==> src/hw/rtl/pab_pkg.sv <==
// Shared types and constants for the pixel alpha blend store.
package pab_pkg;

   // Register port geometry
   localparam int CSR_INDEX_BITS = 3;
   localparam int CSR_DATA_BITS  = 9;

   // Register indexes
   localparam logic [CSR_INDEX_BITS-1:0] CSR_CANVAS_WIDTH  = 3'd0;
   localparam logic [CSR_INDEX_BITS-1:0] CSR_CANVAS_HEIGHT = 3'd1;
   localparam logic [CSR_INDEX_BITS-1:0] CSR_GAIN_RED      = 3'd2;
   localparam logic [CSR_INDEX_BITS-1:0] CSR_GAIN_GREEN    = 3'd3;
   localparam logic [CSR_INDEX_BITS-1:0] CSR_GAIN_BLUE     = 3'd4;
   localparam logic [CSR_INDEX_BITS-1:0] CSR_GAIN_ALPHA    = 3'd5;

   // Reset value of every register: 256 columns/rows, unity gain in Q1.8
   localparam logic [CSR_DATA_BITS-1:0] CSR_RESET_VALUE = 9'd256;

   // Item actions
   localparam logic ACTION_BLEND = 1'b0;
   localparam logic ACTION_READ  = 1'b1;

   // Byte conversion factor on read
   localparam logic [7:0] READ_SCALE = 8'd255;

   // Channel count per pixel and Q1.8 source width
   localparam int NUM_CHANNELS = 4;
   localparam int SRC_BITS     = 9;

   typedef struct packed {
      logic                action;
      logic signed [15:0]  pos_x;
      logic signed [15:0]  pos_y;
      logic [SRC_BITS-1:0] src_red;
      logic [SRC_BITS-1:0] src_green;
      logic [SRC_BITS-1:0] src_blue;
      logic [SRC_BITS-1:0] src_alpha;
   } pab_req_type;

   typedef struct packed {
      logic       accepted;
      logic [7:0] read_red;
      logic [7:0] read_green;
      logic [7:0] read_blue;
      logic [7:0] read_alpha;
   } pab_rsp_type;

   typedef struct packed {
      logic [CSR_DATA_BITS-1:0] canvas_width;
      logic [CSR_DATA_BITS-1:0] canvas_height;
      logic [CSR_DATA_BITS-1:0] gain_red;
      logic [CSR_DATA_BITS-1:0] gain_green;
      logic [CSR_DATA_BITS-1:0] gain_blue;
      logic [CSR_DATA_BITS-1:0] gain_alpha;
   } pab_cfg_type;

   // Stage loads for the blend datapath
   typedef struct packed {
      logic load_scale;
      logic load_prod;
   } pab_dp_ctl_type;

   typedef enum logic [2:0] {
      ST_CLEAR,
      ST_IDLE,
      ST_LOOKUP,
      ST_BLEND,
      ST_WRITE
   } pab_state_type;

endpackage

==> src/hw/rtl/pab_blend.sv <==
// Blend datapath: gain scaling, source-over products and byte conversion.
module pab_blend #(
   parameter int CHANNEL_BITS = 9
) (
   input  logic                                           clock,
   input  pab_pkg::pab_dp_ctl_type                        ctl,
   input  pab_pkg::pab_req_type                           item,
   input  pab_pkg::pab_cfg_type                           cfg,
   input  logic [pab_pkg::NUM_CHANNELS-1:0][CHANNEL_BITS-1:0] dst_pixel,
   output logic [pab_pkg::NUM_CHANNELS-1:0][CHANNEL_BITS-1:0] new_pixel,
   output logic [pab_pkg::NUM_CHANNELS-1:0][7:0]              read_bytes
);
   import pab_pkg::*;

   localparam int FRAC  = CHANNEL_BITS - 1;
   localparam int SHIFT = 16 - FRAC;
   localparam int SPW   = 2 * SRC_BITS;
   localparam int PW    = 2 * CHANNEL_BITS;
   localparam int RW    = CHANNEL_BITS + 8;
   localparam logic [CHANNEL_BITS-1:0] ONE = {1'b1, {FRAC{1'b0}}};

   logic [SRC_BITS-1:0]     src      [NUM_CHANNELS];
   logic [SRC_BITS-1:0]     gain     [NUM_CHANNELS];
   logic [SPW-1:0]          scale_prod [NUM_CHANNELS];
   logic [SPW-1:0]          scale_shr  [NUM_CHANNELS];
   logic [CHANNEL_BITS-1:0] scale_in [NUM_CHANNELS];
   logic [CHANNEL_BITS-1:0] scale_ff [NUM_CHANNELS];
   logic [CHANNEL_BITS-1:0] inv_alpha;
   logic [PW-1:0]           keep_in  [NUM_CHANNELS];
   logic [PW-1:0]           keep_ff  [NUM_CHANNELS];
   logic [PW-1:0]           add_in   [NUM_CHANNELS];
   logic [PW-1:0]           add_ff   [NUM_CHANNELS];
   logic [RW-1:0]           rd_in    [NUM_CHANNELS];
   logic [RW-1:0]           rd_ff    [NUM_CHANNELS];
   logic [PW-1:0]           blend_sum [NUM_CHANNELS];

   // Channel order: red, green, blue, alpha
   assign src[0]  = item.src_red;
   assign src[1]  = item.src_green;
   assign src[2]  = item.src_blue;
   assign src[3]  = item.src_alpha;
   assign gain[0] = cfg.gain_red;
   assign gain[1] = cfg.gain_green;
   assign gain[2] = cfg.gain_blue;
   assign gain[3] = cfg.gain_alpha;

   // Scale each source channel by its gain and saturate at one
   always_comb begin
      for (int k = 0; k < NUM_CHANNELS; k++) begin
         scale_prod[k] = SPW'(src[k]) * SPW'(gain[k]);
         scale_shr[k]  = scale_prod[k] >> SHIFT;
         scale_in[k]   = (scale_shr[k] > SPW'(ONE)) ? ONE : CHANNEL_BITS'(scale_shr[k]);
      end
   end

   always_ff @(posedge clock) begin
      if (ctl.load_scale) begin
         scale_ff <= scale_in;
      end
   end

   // Form keep and add products; the alpha lane multiplies alpha by itself
   assign inv_alpha = ONE - scale_ff[NUM_CHANNELS-1];

   always_comb begin
      for (int k = 0; k < NUM_CHANNELS; k++) begin
         keep_in[k] = PW'(dst_pixel[k]) * PW'(inv_alpha);
         add_in[k]  = PW'(scale_ff[k]) * PW'(scale_ff[NUM_CHANNELS-1]);
         rd_in[k]   = RW'(dst_pixel[k]) * RW'(READ_SCALE);
      end
   end

   always_ff @(posedge clock) begin
      if (ctl.load_prod) begin
         keep_ff <= keep_in;
         add_ff  <= add_in;
         rd_ff   <= rd_in;
      end
   end

   // Truncate and sum into the new pixel; convert stored value to a byte
   always_comb begin
      for (int k = 0; k < NUM_CHANNELS; k++) begin
         blend_sum[k]  = (keep_ff[k] >> FRAC) + (add_ff[k] >> FRAC);
         new_pixel[k]  = CHANNEL_BITS'(blend_sum[k]);
         read_bytes[k] = 8'(rd_ff[k] >> FRAC);
      end
   end

endmodule

==> config.mk <==
export PLATFORM = sky130hd
export DESIGN_NAME = pab_blend
export DESIGN_NICKNAME = d
export VERILOG_FILES = /design/src/hw/rtl/pab_pkg.sv /design/src/hw/rtl/pab_blend.sv
export SDC_FILE = /design/constraint.sdc
export NUM_CORES = 2
export LEC_CHECK = 0
export ABC_AREA = 1
export BUFFER_PORTS_ARGS = -buffer_cell sky130_fd_sc_hd__buf_2
export CORE_MARGIN = 10
export CORE_UTILIZATION = 55
export DETAILED_ROUTE_END_ITERATION = 7
export GPL_TIMING_DRIVEN = 0
export PLACE_DENSITY_LB_ADDON = 0.12
export SLEW_MARGIN = 20
export SYNTH_ARGS = -nofsm -noshare
export SYNTH_HDL_FRONTEND = slang
export SYNTH_SLANG_ARGS = --single-unit
==> constraint.sdc <==
create_clock -name clock -period 9.7 [get_ports clock]
set_clock_uncertainty 0.15 [all_clocks]
set_input_delay 2.91 -clock clock [delete_from_list [all_inputs] [get_ports clock]]
set_output_delay 2.91 -clock clock [all_outputs]
set_load 0.05 [all_outputs]
==> results.cfg <==
[detailed_routing]
drc = 0
routed-wl-met3_mm = 6.19
routedWlPerCell_um = 15.6
wl_met2_mm = 48.8
drtIter0Drc = 1672
drtAntennaViolNets = 0
drt_pre_antenna_iters = 7
viasPerCell = 5.06
drt_wl_total_mm = 100
num_vias = 32600
top_layer = met4
wl_met1_mm = 42.7

[clock_tree]
cts_sinks = 140
tritoncts = done
htree_num_levels = 4
cts_resized = 0
cts_root_buffer = clkbuf_16
clk_pin_slew_ns = 0.07
clk_latency_ns = 0.48
cts_buffers = 17
hold_buffers = 0
clock_path_buffers = 2
post_cts_buffers = 0

[synth]
synth-seq-cells = 140
synth_flop_cell = edfxtp_1
async_flop_share_pct = 0
yosys_warnings = 0
syn-instance-count = 5317
synth_edf_count = 140
seq_area_frac_synth_pct = 10.0
synthesis.area_um2 = 42000
postSynthAreaPerCell_um2 = 7.90
synth_nets = 6732
yosysUniqueCellTypes = 51

[critical_path]
path_class = reg -> reg
crit_path_start_kind = flop
crit_arrival_ns = 8.01
crit_fanout = 10
critPathSlowestCell = buf_1
path_cells = buf_4, clkbuf_1, buf_1, inv_1, ha_1, nand2_2, nand2_1, inv_2, buf_1, nand2_1, fa_1, inv_1, fa_1, fa_1, inv_1, fa_1, inv_1, ha_1, nand2_1, o21ai_0, a21oi_1, o31ai_1, xor2_1
worstRegToRegCells = 23
slowest_delay_ns = 0.65
cp.required_ns = 9.76
critPathCaptureType = flop

[die]
ios = 230
initial_core_util_pct = 55.4
dieHeight_um = 296
core_um2 = 75800
die_area_um2 = 87800
core.rowCount = 101
die_w_um = 296

[placement]
gp_congestion = 0.901
io_buffers = 106
hpwl_mm = 85.1

[global_route]
grt_start_max_net_pins = 73
grt_pass1_wl_mm = 169
grt_overflow = 0
track_usage_pct = 24.0
antenna_found_initial = 1
grt_pass1_vias = 34100

[worst_hold_path]
hp-class = reg -> reg
holdPathStages = 4

[layout]
drive_above_1_share_pct = 3.85
syn_to_final_growth_pct = 5.61
final.fill_count = 7193
final_nets = 6858
utilization_pct = 58.5

[sta]
finalSetupViolCount = 0
rsz0062_at_grt = false
finalCriticalPeriod_ns = 7.95
setup_tns_ns = 0
finalMaxSlewViolations = 0
relSlewSlack_pct = 44.1
tightestPinTransition_ns = 0.838
min_period_over_period_pct = 82.0
final_hold_viol_count = 0
clock.fmax_ghz = 0.126

[outcome]
status = finished clean

[flow_run]
max_cap_viol_count = 0
## cell type report
| class | instances | area [um2] | share of cell area (%) |
|---|---|---|---|
| multi-input cells | 3515 | 31400 | 70.9 |
| clock inverters | 15 | 138 | 0.310 |
| inverters | 1499 | 5630 | 12.7 |
| plain buffers | 163 | 723 | 1.63 |
| flip-flops and latches | 140 | 4200 | 9.48 |
| clock buffers | 17 | 425 | 0.959 |
| repair buffers | 107 | 564 | 1.27 |
| diodes | 2 | 5.00 | 0.0113 |
| well taps | 978 | 1220 | 2.76 |
## kinds of logic (layout without fill, tap and decap cells)
| logic type | Yosys count | after routing | share of synthesized area, % |
|---|---|---|---|
| AO/OA/AOI/OAI | 362 | 362 | 4.78 |
| adder cells (fa/ha/maj) | 1253 | 1253 | 49.9 |
| buffers and inverters | 1662 | 1801 | 15.1 |
| other | 0 | 2 | 0 |
| XOR/XNOR | 179 | 179 | 3.73 |
| flip-flops | 140 | 140 | 10.0 |
| AND/OR/NAND/NOR | 1721 | 1721 | 16.4 |
## registers in the layout, summed over array words and instances (netlist names)
signal	count
scale_ff	36
read_bytes	32
add_ff	36
keep_ff	36
## worst paths after layout
kind	from	to	slack, ns
hold reg to reg	scale_ff[8]	add_ff[16]	1.02
setup / recovery	scale_ff[0]	keep_ff[67]	1.75
hold / removal	scale_ff[8]	add_ff[16]	1.02
setup reg to reg	scale_ff[0]	keep_ff[67]	1.75
## per-stage QoR
stage,instance area (um2),cells,setup WS (ns),hold slack (ns)
after floorplan,42000,5317,2.57,0.733
after global placement,43700,6401,1.88,1.00
after detailed placement,43800,6402,1.82,1.01
after CTS,44300,6434,1.86,1.04
after global routing,44300,6435,1.35,1.09
final,44300,6436,1.75,1.02
## metal layers
metal,vias up,global-route usage (%)
met5,-,0
met4,0,7.01
met3,127,4.24
met2,845,41.6
met1,15700,30.3
li1,15900,-
## cell usage in the layout (no fill, tap or decap), types with 9 or more instances in the layout
master     synthesis  routed
nor2_1           299     299
buf_1             21      21
fa_1             705     705
xor2_1           103     103
o21bai_1           9       9
a21o_1            14      14
o21ai_0           76      76
edfxtp_1         140     140
buf_4             11      11
clkbuf_16          0      17
nand3_1           97      97
a21oi_1          211     211
nand3b_1          19      19
nand4_1           19      19
nand2_1         1231    1231
clkbuf_1         105     105
inv_1           1494    1494
buf_2             20     125
xnor2_1           76      76
nor3_1            12      12
nand2_2           10      10
ha_1             548     548
## cells in the mapped netlist (all sizes together), types with 14 or more instances
library cell	number	area, um2
inv	1499	5630
nand2	1241	4680
fa	705	14100
ha	548	6860
nor2	306	1180
a21oi	211	1060
edfxtp	140	4200
clkbuf	105	394
xor2	103	902
nand3	100	516
o21ai	82	418
xnor2	76	666
buf	58	329
nand4	20	131
nand3b	19	143
a21o	14	105
nor3	14	80.1
## critical path: cells and delay by family (launching register included)
| family | cells | cell delay, ns |
|---|---|---|
| buf+inv | 9 | 2.66 |
| flops | 1 | 0.39 |
| xor+xnor | 1 | 0.51 |
| fa+ha+maj | 6 | 2.60 |
| simple gates | 4 | 0.81 |
| compound gates | 3 | 0.54 |
Power is left out: the tool's default activity adds up to more than one toggle a clock period on the data nets, which glitch-free logic cannot reach.
