===== src/hw/rtl/pab_pkg.sv =====
// Shared types and constants for the pixel alpha blend store.
package pab_pkg;

   // Register port geometry
   localparam int CSR_INDEX_BITS = 3;
   localparam int CSR_DATA_BITS  = 9;

   // Register indexes
   localparam logic [CSR_INDEX_BITS-1:0] CSR_CANVAS_WIDTH  = 3'd0;
   localparam logic [CSR_INDEX_BITS-1:0] CSR_CANVAS_HEIGHT = 3'd1;
   localparam logic [CSR_INDEX_BITS-1:0] CSR_GAIN_RED      = 3'd2;
   localparam logic [CSR_INDEX_BITS-1:0] CSR_GAIN_GREEN    = 3'd3;
   localparam logic [CSR_INDEX_BITS-1:0] CSR_GAIN_BLUE     = 3'd4;
   localparam logic [CSR_INDEX_BITS-1:0] CSR_GAIN_ALPHA    = 3'd5;

   // Reset value of every register: 256 columns/rows, unity gain in Q1.8
   localparam logic [CSR_DATA_BITS-1:0] CSR_RESET_VALUE = 9'd256;

   // Item actions
   localparam logic ACTION_BLEND = 1'b0;
   localparam logic ACTION_READ  = 1'b1;

   // Byte conversion factor on read
   localparam logic [7:0] READ_SCALE = 8'd255;

   // Channel count per pixel and Q1.8 source width
   localparam int NUM_CHANNELS = 4;
   localparam int SRC_BITS     = 9;

   typedef struct packed {
      logic                action;
      logic signed [15:0]  pos_x;
      logic signed [15:0]  pos_y;
      logic [SRC_BITS-1:0] src_red;
      logic [SRC_BITS-1:0] src_green;
      logic [SRC_BITS-1:0] src_blue;
      logic [SRC_BITS-1:0] src_alpha;
   } pab_req_type;

   typedef struct packed {
      logic       accepted;
      logic [7:0] read_red;
      logic [7:0] read_green;
      logic [7:0] read_blue;
      logic [7:0] read_alpha;
   } pab_rsp_type;

   typedef struct packed {
      logic [CSR_DATA_BITS-1:0] canvas_width;
      logic [CSR_DATA_BITS-1:0] canvas_height;
      logic [CSR_DATA_BITS-1:0] gain_red;
      logic [CSR_DATA_BITS-1:0] gain_green;
      logic [CSR_DATA_BITS-1:0] gain_blue;
      logic [CSR_DATA_BITS-1:0] gain_alpha;
   } pab_cfg_type;

   // Stage loads for the blend datapath
   typedef struct packed {
      logic load_scale;
      logic load_prod;
   } pab_dp_ctl_type;

   typedef enum logic [2:0] {
      ST_CLEAR,
      ST_IDLE,
      ST_LOOKUP,
      ST_BLEND,
      ST_WRITE
   } pab_state_type;

endpackage


===== src/hw/rtl/pab_csr.sv =====
// Configuration registers: canvas size and per-channel gains.
module pab_csr (
   input  logic                                 clock,
   input  logic                                 reset,
   input  logic                                 csr_wr_en,
   input  logic [pab_pkg::CSR_INDEX_BITS-1:0]   csr_index,
   input  logic [pab_pkg::CSR_DATA_BITS-1:0]    csr_wdata,
   output pab_pkg::pab_cfg_type                 cfg
);
   import pab_pkg::*;

   pab_cfg_type cfg_ff;

   // Write the addressed register; drop writes to unknown indexes
   always_ff @(posedge clock) begin
      if (reset) begin
         cfg_ff.canvas_width  <= CSR_RESET_VALUE;
         cfg_ff.canvas_height <= CSR_RESET_VALUE;
         cfg_ff.gain_red      <= CSR_RESET_VALUE;
         cfg_ff.gain_green    <= CSR_RESET_VALUE;
         cfg_ff.gain_blue     <= CSR_RESET_VALUE;
         cfg_ff.gain_alpha    <= CSR_RESET_VALUE;
      end else if (csr_wr_en) begin
         unique case (csr_index)
            CSR_CANVAS_WIDTH:  cfg_ff.canvas_width  <= csr_wdata;
            CSR_CANVAS_HEIGHT: cfg_ff.canvas_height <= csr_wdata;
            CSR_GAIN_RED:      cfg_ff.gain_red      <= csr_wdata;
            CSR_GAIN_GREEN:    cfg_ff.gain_green    <= csr_wdata;
            CSR_GAIN_BLUE:     cfg_ff.gain_blue     <= csr_wdata;
            CSR_GAIN_ALPHA:    cfg_ff.gain_alpha    <= csr_wdata;
            default: ;
         endcase
      end
   end

   assign cfg = cfg_ff;

endmodule


===== config.mk =====
export PLATFORM = sky130hd
export DESIGN_NAME = pab_csr
export DESIGN_NICKNAME = d
export VERILOG_FILES = /design/src/hw/rtl/pab_pkg.sv /design/src/hw/rtl/pab_csr.sv
export SDC_FILE = /design/constraint.sdc
export NUM_CORES = 1
export LEC_CHECK = 0
export ABC_AREA = 1
export ABC_CLOCK_PERIOD_IN_PS = 1200
export BUFFER_PORTS_ARGS = -buffer_cell sky130_fd_sc_hd__buf_4
export CAP_MARGIN = 15
export CELL_PAD_IN_SITES_DETAIL_PLACEMENT = 2
export CELL_PAD_IN_SITES_GLOBAL_PLACEMENT = 2
export CORE_MARGIN = 10
export CORE_UTILIZATION = 26
export DETAILED_ROUTE_END_ITERATION = 10
export GPL_TIMING_DRIVEN = 0
export PLACE_DENSITY_LB_ADDON = 0.1
export SLEW_MARGIN = 20
export SYNTH_ARGS = -nofsm -noshare
export SYNTH_HDL_FRONTEND = slang
export SYNTH_SLANG_ARGS = --single-unit

===== constraint.sdc =====
create_clock -name clock -period 1.2 [get_ports clock]
set_clock_uncertainty 0.2 [all_clocks]
set_input_delay 0.06 -clock clock [delete_from_list [all_inputs] [get_ports clock]]
set_output_delay 0.06 -clock clock [all_outputs]
set_load 0.005 [all_outputs]

==> out/summary.json <==
{
  "run_status": {"value": "finished with violations"},
  "failed_checks": {"value": "negative hold slack"},
  "clock_path_buffers": {"value": 2},
  "period_minus_slack": {"value": 1.11, "unit": "ns"},
  "grt_antenna_before_repair": {"value": 0},
  "wl": {"value": 7850, "unit": "um"},
  "die_area": {"value": 0.0124, "unit": "mm^2"},
  "worst_hold_path.num_cells": {"value": 5},
  "die_w": {"value": 112, "unit": "um"},
  "placedCellCount": {"value": 482},
  "largest_register_ffs": {"value": 54},
  "power.density_cell_area": {"value": 1220, "unit": "mW/mm^2"},
  "hold_slack": {"value": -0.0424, "unit": "ns"},
  "maxSlewViolCount": {"value": 0},
  "dp_slack": {"value": -0.135, "unit": "ns"},
  "port-buffer-count": {"value": 68},
  "cts_tree": {"value": "done"},
  "synthesis.instances": {"value": 309},
  "worst_slew_margin_rel": {"value": 69.1, "unit": "%"},
  "intPower": {"value": 2.67, "unit": "mW"},
  "yosys.cell_types.count": {"value": 14},
  "arrival": {"value": 1.12, "unit": "ns"},
  "met1_length": {"value": 3270, "unit": "um"},
  "stdcell_count": {"value": 493},
  "detailed_place_hpwl": {"value": 5880, "unit": "um"},
  "critPathLaunchType": {"value": "input port"},
  "final_antenna_net_count": {"value": 0},
  "timing.final.crit_share": {"value": 92.6, "unit": "%"},
  "top_level_port_count": {"value": 69},
  "total_power": {"value": 3.61, "unit": "mW"},
  "setup-tns-final": {"value": 0, "unit": "ns"},
  "synthesis.area": {"value": 0.00218, "unit": "mm^2"},
  "cts.clk_slew.worst_paths": {"value": 0.10, "unit": "ns"},
  "combinational_cell_fraction_of_total_power": {"value": 13.6, "unit": "%"},
  "core_area": {"value": 0.00818, "unit": "mm^2"},
  "antenna_cells_inserted": {"value": 0},
  "cp_max_fo": {"value": 5},
  "cp_data_required_time": {"value": 1.21, "unit": "ns"},
  "worst-slew-pin-transition": {"value": 0.464, "unit": "ns"},
  "grt_util_all_layers": {"value": 12.3, "unit": "%"},
  "synth.ff_latch_count": {"value": 54},
  "vertical_die_dimension": {"value": 112, "unit": "um"},
  "yosysWarnings": {"value": 0},
  "clock_tree.root_cell": {"value": "sky130_fd_sc_hd__clkbuf_8"},
  "grt_start_max_net_pins": {"value": 17},
  "layout.nets": {"value": 402},
  "switching_power_of_the_nets": {"value": 0.939, "unit": "mW"},
  "achievable-frequency": {"value": 900, "unit": "MHz"},
  "timing.setup.critical_path_class": {"value": "in2reg"},
  "tritoncts.num_buffers": {"value": 5},
  "clock_power_share": {"value": 34.2, "unit": "%"},
  "global_route.overflow_total": {"value": 0},
  "clkSinkCount": {"value": 54},
  "vias_per_cell": {"value": 4.53},
  "crit_start": {"value": "csr_index[1]"},
  "grt_first_pass_wirelength": {"value": 12500, "unit": "um"},
  "hold_path.class": {"value": "in2reg"},
  "synth_nets": {"value": 324},
  "route.vias.total": {"value": 2234},
  "leakage": {"value": 1.37, "unit": "nW"},
  "globalplace.congestion": {"value": 0.768},
  "worstHoldStart": {"value": "csr_index[2]"},
  "detailed_routed_wire_length_on_met2": {"value": 4050, "unit": "um"},
  "drt_first_pass_iters": {"value": 4},
  "drv_cap": {"value": 0},
  "setup_viol_count_final": {"value": 0},
  "cts_post_setup_buffers_inserted": {"value": 0},
  "grt_setup_unrepaired": {"value": "no"},
  "ff2ff_setup_slack": {"value": 0.38, "unit": "ns"},
  "syn_area_per_cell": {"value": 7.05, "unit": "um^2"},
  "hold_violations": {"value": 12},
  "power.ir.vdd_worst": {"value": 458, "unit": "uV"},
  "number_of_global_route_vias_before_repair": {"value": 2356},
  "postCtsHoldBufs": {"value": 3},
  "final_worst_path_setup_slack": {"value": 0.0886, "unit": "ns"},
  "critical_path.endpoint_type": {"value": "register"},
  "detailedRoute.firstIterationViolations": {"value": 45},
  "start_util": {"value": 26.6, "unit": "%"},
  "placed_cell_area": {"value": 0.00282, "unit": "mm^2"},
  "switching_part_of_the_total_power": {"value": 26.0, "unit": "%"},
  "postLayoutCoreUtil": {"value": 36.2, "unit": "%"},
  "top_layer": {"value": "met4"},
  "htree_num_levels": {"value": 2},
  "yosysSeqAreaShare": {"value": 49.6, "unit": "%"},
  "drive_above_1_share": {"value": 25.0, "unit": "%"},
  "area.growth.synth_to_final": {"value": 36.0, "unit": "%"},
  "post-route-drc-count": {"value": 0},
  "drt-wirelength-per-cell": {"value": 15.9, "unit": "um"},
  "reg2regPathDepth": {"value": 2},
  "postLayoutCellArea": {"value": 0.00296, "unit": "mm^2"},
  "clock_latency": {"value": 0.31, "unit": "ns"},
  "wl_met3": {"value": 450, "unit": "um"},
  "r2r-start": {"value": "cfg[43]$_SDFFE_PP0P_"},
  "fp_rows": {"value": 33},
  "pwr-share-seq": {"value": 52.2, "unit": "%"}
}
power by group through the flow:
stage,Sequential (mW),Combinational (mW),Clock [mW]
5_1_grt,1.90,0.558,1.36
3_5_place_dp,1.93,0.497,0
2_1_floorplan,1.93,0.246,0
3_3_place_gp,1.93,0.486,0
4_1_cts,1.89,0.507,1.30
6_report,1.89,0.492,1.23
worst paths after layout:
check / to
max: cfg[8]$_SDFFE_PP1P_
min: cfg[41]$_SDFFE_PP0P_
max reg2reg: cfg[43]$_SDFFE_PP0P_
min reg2reg: cfg[8]$_SDFFE_PP1P_
layer usage:
layer | vias to the layer above | global-route usage [%]
met5 | - | 0
met4 | 0 | 3.08
met3 | 8 | 3.92
met2 | 36 | 22.3
met1 | 1074 | 13.6
li1 | 1116 | -
cell type report:
type / instances / area (um^2)
Timing Repair Buffer: 71 / 541
Clock inverter: 3 / 40.0
Sequential cell: 54 / 1080
Tap cell: 105 / 131
Multi-Input combinational cell: 229 / 972
Inverter: 15 / 56.3
Fill cell: 1020 / 5210
Clock buffer: 5 / 68.8
Buffer: 11 / 72.6
worst max-delay path, cell delays in order:
cell and delay (ns):
sky130_fd_sc_hd__buf_4 0.14, sky130_fd_sc_hd__inv_2 0.08, sky130_fd_sc_hd__nand2_2 0.08, sky130_fd_sc_hd__dlygate4sd3_1 0.58
sky130_fd_sc_hd__o21ai_2 0.11, sky130_fd_sc_hd__nand3_1 0.07
layout by cell type (no fill, tap or decap):
| master | n |
|---|---|
| sky130_fd_sc_hd__buf_1 | 4 |
| sky130_fd_sc_hd__buf_6 | 2 |
| sky130_fd_sc_hd__nor2_4 | 2 |
| sky130_fd_sc_hd__dfxtp_1 | 54 |
| sky130_fd_sc_hd__nor2_1 | 96 |
| sky130_fd_sc_hd__buf_4 | 72 |
| sky130_fd_sc_hd__dlygate4sd3_1 | 3 |
| sky130_fd_sc_hd__nand3_1 | 54 |
| sky130_fd_sc_hd__nor2_2 | 8 |
| sky130_fd_sc_hd__bufinv_16 | 1 |
| sky130_fd_sc_hd__nand2_1 | 65 |
| sky130_fd_sc_hd__o21ai_0 | 2 |
| sky130_fd_sc_hd__nand2_2 | 1 |
| sky130_fd_sc_hd__clkinv_2 | 2 |
| sky130_fd_sc_hd__o21ai_2 | 1 |
| sky130_fd_sc_hd__clkbuf_8 | 5 |
| sky130_fd_sc_hd__inv_1 | 13 |
| sky130_fd_sc_hd__inv_2 | 2 |
| sky130_fd_sc_hd__buf_2 | 1 |
repair_timing:
| action | 4_1_cts | 5_1_grt |
|---|---|---|
| endpoints found under the setup margin | 0 | 1 |
| resized for setup | 0 | 3 |
| endpoints found under the hold margin | 25 | 1 |
logic make-up (layout without fill, tap and decap cells):
family	Yosys count	count (layout)	share of synthesized area, %
AND/OR/NAND/NOR	226	226	43.8
flip-flops	54	54	49.6
buffers and inverters	26	105	5.92
AO/OA/AOI/OAI	3	3	0.689
synthesized netlist by cell type:
cell                      number  area share, %
sky130_fd_sc_hd__buf_6         2            1.0
sky130_fd_sc_hd__inv_2         1           0.17
sky130_fd_sc_hd__nor2_1       96             17
sky130_fd_sc_hd__nor2_2        8            2.3
sky130_fd_sc_hd__inv_1        14            2.4
sky130_fd_sc_hd__buf_1         4           0.69
sky130_fd_sc_hd__o21ai_0       3           0.69
sky130_fd_sc_hd__buf_4         4            1.4
sky130_fd_sc_hd__nand3_1      54             12
sky130_fd_sc_hd__buf_2         1           0.23
sky130_fd_sc_hd__nor2_4        2            1.0
sky130_fd_sc_hd__nand2_2       1           0.29
sky130_fd_sc_hd__nand2_1      65             11
sky130_fd_sc_hd__dfxtp_1      54             50
No activity file was read; power rests on OpenSTA's default activity.
